===== config.mk =====
export PLATFORM = sky130hd
export DESIGN_NAME = lrp_mem
export DESIGN_NICKNAME = d
export VERILOG_FILES = /design/src/rtl/core/lr_shift_reduce_parser_macros.svh /design/src/rtl/core/lrp_mem.sv
export SDC_FILE = /design/constraint.sdc
export NUM_CORES = 2
export LEC_CHECK = 0
export BUFFER_PORTS_ARGS = -buffer_cell sky130_fd_sc_hd__buf_2
export CAP_MARGIN = 20
export CORE_MARGIN = 2
export CORE_UTILIZATION = 50
export DETAILED_ROUTE_END_ITERATION = 12
export PLACE_DENSITY = 0.67
export SETUP_SLACK_MARGIN = 0.3
export SYNTH_ARGS = -nofsm -noshare
export SYNTH_HDL_FRONTEND = slang
export SYNTH_SLANG_ARGS = --single-unit

===== constraint.sdc =====
create_clock -name i_clk -period 2.7 [get_ports i_clk]
set_input_delay 0.54 -clock i_clk [delete_from_list [all_inputs] [get_ports i_clk]]
set_output_delay 0.54 -clock i_clk [all_outputs]
set_load 0.005 [all_outputs]

===== src/rtl/core/lr_shift_reduce_parser_macros.svh =====
// ----------------------------------------------------------------------------
// lr_shift_reduce_parser_macros
// Assertion helper macros for the LR parser block.
// ----------------------------------------------------------------------------
`ifndef LR_SHIFT_REDUCE_PARSER_MACROS_SVH
`define LR_SHIFT_REDUCE_PARSER_MACROS_SVH
// Check that a condition implies a consequence at the same edge
`define LRP_ASSERT_IMPLY(lbl, clk, rst_n, ante, cons) \
    lbl: assert property (@(posedge clk) disable iff (!rst_n) (ante) |-> (cons)) \
        else $error("lrp check failed");
// Check that a condition implies a consequence at the next edge
`define LRP_ASSERT_NEXT(lbl, clk, rst_n, ante, cons) \
    lbl: assert property (@(posedge clk) disable iff (!rst_n) (ante) |=> (cons)) \
        else $error("lrp check failed");
`endif


===== src/rtl/core/lrp_mem.sv =====
// ----------------------------------------------------------------------------
// lrp_mem
// Single-port-write, one-read synchronous memory with registered read data.
// ----------------------------------------------------------------------------
module lrp_mem #(
    parameter int unsigned AW = 8,
    parameter int unsigned DW = 8
) (
    input  logic          i_clk,
    input  logic          i_we,
    input  logic [AW-1:0] i_waddr,
    input  logic [DW-1:0] i_wdata,
    input  logic [AW-1:0] i_raddr,
    output logic [DW-1:0] o_rdata
);
    logic [DW-1:0] r_mem [2**AW];
    logic [DW-1:0] r_rdata;

    always_ff @(posedge i_clk) begin
        if (i_we) begin
            r_mem[i_waddr] <= i_wdata;
        end
        r_rdata <= r_mem[i_raddr];
    end

    assign o_rdata = r_rdata;
endmodule


==> metrics.txt <==
final period utilization=90.57%; vias=~40000; CTS sink count=a little over 2000; global route total overflow=0; Fin. Hold Viols=0; Via-to-Cell Ratio=around 6.2; CP dominant cell by count=buf_4; yosys warns=0; share of cells above drive strength 1=32.37%; root buf cell=clkbuf_16; CTS buffer count=200; vias in the first global route=approximately 41000; Max stage delay on crit path=490 ps; Least-Margin Pin Slew=838.1 ps; Fmax=between 400 and 500 MHz; pwr/cell area=about 710 mW/mm2; r2r setup slk=between 200 and 300 ps; reg2reg end=o_rdata[3]; Hold Path Depth=1; CTS Hold Bufs=0; DRC=0; HPWL after DPL=~130000 um; min-delay worst type=input pin to register; worst-path maximum fanout=1; largest net degree at the start of global routing=117; Worst EP arrival=roughly 3100 ps; Reg2Reg Depth=8; Cells after Synth=around 3700; GRT Total Usage=between 20 and 25%; Die Area=approximately 0.16 mm2; Compound-Gate Fraction of Synth Area=under 10%; Mapped Area=just under 0.08 mm2; sequential cell area fraction in the yosys report=77.50%; Fill cells=around 11000; worst-skew pair later-pin latency=a little over 800 ps; Clock transition at path regs=approximately 60 ps; RR Startpoint=r_mem[208][3]; Synth Area in Adders=0%; EDFF count, synth=~2000; wire length per cell=29.49 um; I/O Pins=34; Die W=between 400 and 500 um; max_cap viols=0; TritonCTS clock tree=built; Avg Cell Area, Syn=around 21 um2; Min-Delay Endpoint=r_mem[168][7]; Placer Congestion=around 0.87; Post-Route WL=196300 um; Rel. slew slack=around 44%; core area=0.1582 mm2; Crit Path Category=register to register; CP max-delay cell=mux4_2; NumNets Final=between 4000 and 5000; min-delay src=i_wdata[7]; unrepaired setup endpoints after global routing=yes; first-pass GRT wire length=~280000 um; Synth Area in Simple Gates=under 10%; CTS H-tree depth=4; Syn Nets=around 3800; Worst Skew=between 40 and 50 ps; CP required=between 3000 and 4000 ps; Final setup viols=0; worst vdd ir=approximately 0.00074 V; Layout area overhead=17.76%; clk buf depth=3; Slew Viols, Final=0; number of synthesized register bits=around 2100; Vert. Die Dim=around 400 um; CP delay by family, top=compound AO/OA/AOI/OAI gates; Buffers & Inverters on Critical Path=2; Initial Utilization=50.29%; Iter 0 DRT Violations=between 5000 and 6000; xor/xnor share of the synthesized area=0%; Top FF cell, synth=edfxtp_1; Cell Count Post-Placement=roughly 6300; Crit. End Element=register; IO buf count=33; hold slack=approximately 85 ps; Unique masters post-synth=55; post-synthesis mux area share=~15%; largest family of logic cells by synthesized area=multiplexers; initial antenna violation count=10; Placement Rows=around 150; Worst setup SP type=register; LEAKAGE=~0.03 uW; non-filler cells, final=about 6700; status=completed; Worst Setup SP=r_mem[208][3]; final period demand of the worst path=2445 ps; Post-DRT Antenna Nets=0; Async SR Flop Fraction=0%; crit-path cells=mux4_2, a22o_1, a221oi_2, buf_4, o32ai_1, nor3_2, buf_4, nor4_1; drt pass-1 iters=5
[sequential cells by signal, summed over array words and instances (netlist names)]
signal,cells
r_mem,2048
o_rdata,8
[Yosys cell counts, types with 21 or more instances]
library cell | number | area [um2]
o221ai_1 | 46 | 402.9
buf_4 | 27 | 202.7
nor2_1 | 282 | 1059
o22ai_1 | 28 | 175.2
buf_6 | 21 | 236.5
nor3_1 | 22 | 110.1
nor2b_1 | 31 | 193.9
mux2i_1 | 134 | 1341
mux4_2 | 454 | 10220
a22oi_1 | 133 | 998.5
edfxtp_1 | 2048 | 61500
buf_1 | 22 | 82.58
clkbuf_1 | 111 | 416.7
buf_2 | 31 | 155.2
nand3_1 | 34 | 170.2
nand2_1 | 33 | 123.9
nor4_1 | 24 | 150.1
a21oi_1 | 96 | 480.5
[what timing repair did]
action                     4_1_cts  5_1_grt
setup endpoints to repair        8        7
pin swaps                        2        5
resized for setup               14       10
buffers inserted                 0        7
[cell usage in the layout, fill, tap and decap left out, types with 14 or more instances in the layout]
master,instances
clkinv_2,27
mux4_2,454
nor4_1,16
clkinv_1,52
nand2_1,33
mux2i_1,134
a21oi_1,94
buf_12,73
buf_2,22
o221ai_1,46
bufinv_16,19
clkbuf_16,204
nor2_1,279
edfxtp_1,2048
clkbuf_1,42
nor3_1,17
a22oi_1,133
buf_4,614
nor2b_1,28
a211oi_1,14
o22ai_1,28
nand3_1,34
[logic make-up after synthesis]
family,Yosys count
compound gates,385
buf+inv,235
flops,2056
mux,591
simple gates,466
[per-layer routing]
layer	vias to the layer above	routed length, um	track usage, %
li1	17080	-	-
met1	21600	80150	34.94
met2	1979	94410	38.61
met3	297	16820	4.294
met4	16	4826	6.380
met5	-	97	0
[report_power, final]
group,switching [uW],internal [uW]
sequential,95.5,35200
clock,11800,15600
combinational,2150,1480
total,14000,52300
[through the flow]
step                setup TNS (ps)  worst slack (ps)  area, um2  total power (uW)  utilization [%]
floorplan                        0             293.2      79650             37610                -
global placement             -7286             -1298      87020             39480            55.01
detailed placement           -6303             -1063      87050             39530            55.03
CTS                              0             104.2      93550             66630            59.13
global route                     0             261.4      93680             68000            59.22
finish                           0             254.6      93690             66290            59.22
[worst max path at each step]
stage,slack (ps),end,cells after the start
2_1_floorplan,290,o_rdata[2],9
3_3_place_gp,-1300,o_rdata[2],10
3_5_place_dp,-1060,o_rdata[6],10
4_1_cts,100,o_rdata[0],6
5_1_grt,260,o_rdata[3],8
6_report,250,o_rdata[3],8
[layout make-up]
class                      count  area, um2  area share (%)
sequential                  2056      61660           65.81
multi-input combinational   1442      16660           17.78
timing repair buffer         720       6355           6.783
clock buffer                 246       5263           5.617
tap                         2072       2592           2.767
clock inverter               116       1145           1.222
inverter                       2      7.507        0.008013
antenna                        2      5.005        0.005342
No activity file was read; power rests on OpenSTA's default activity.
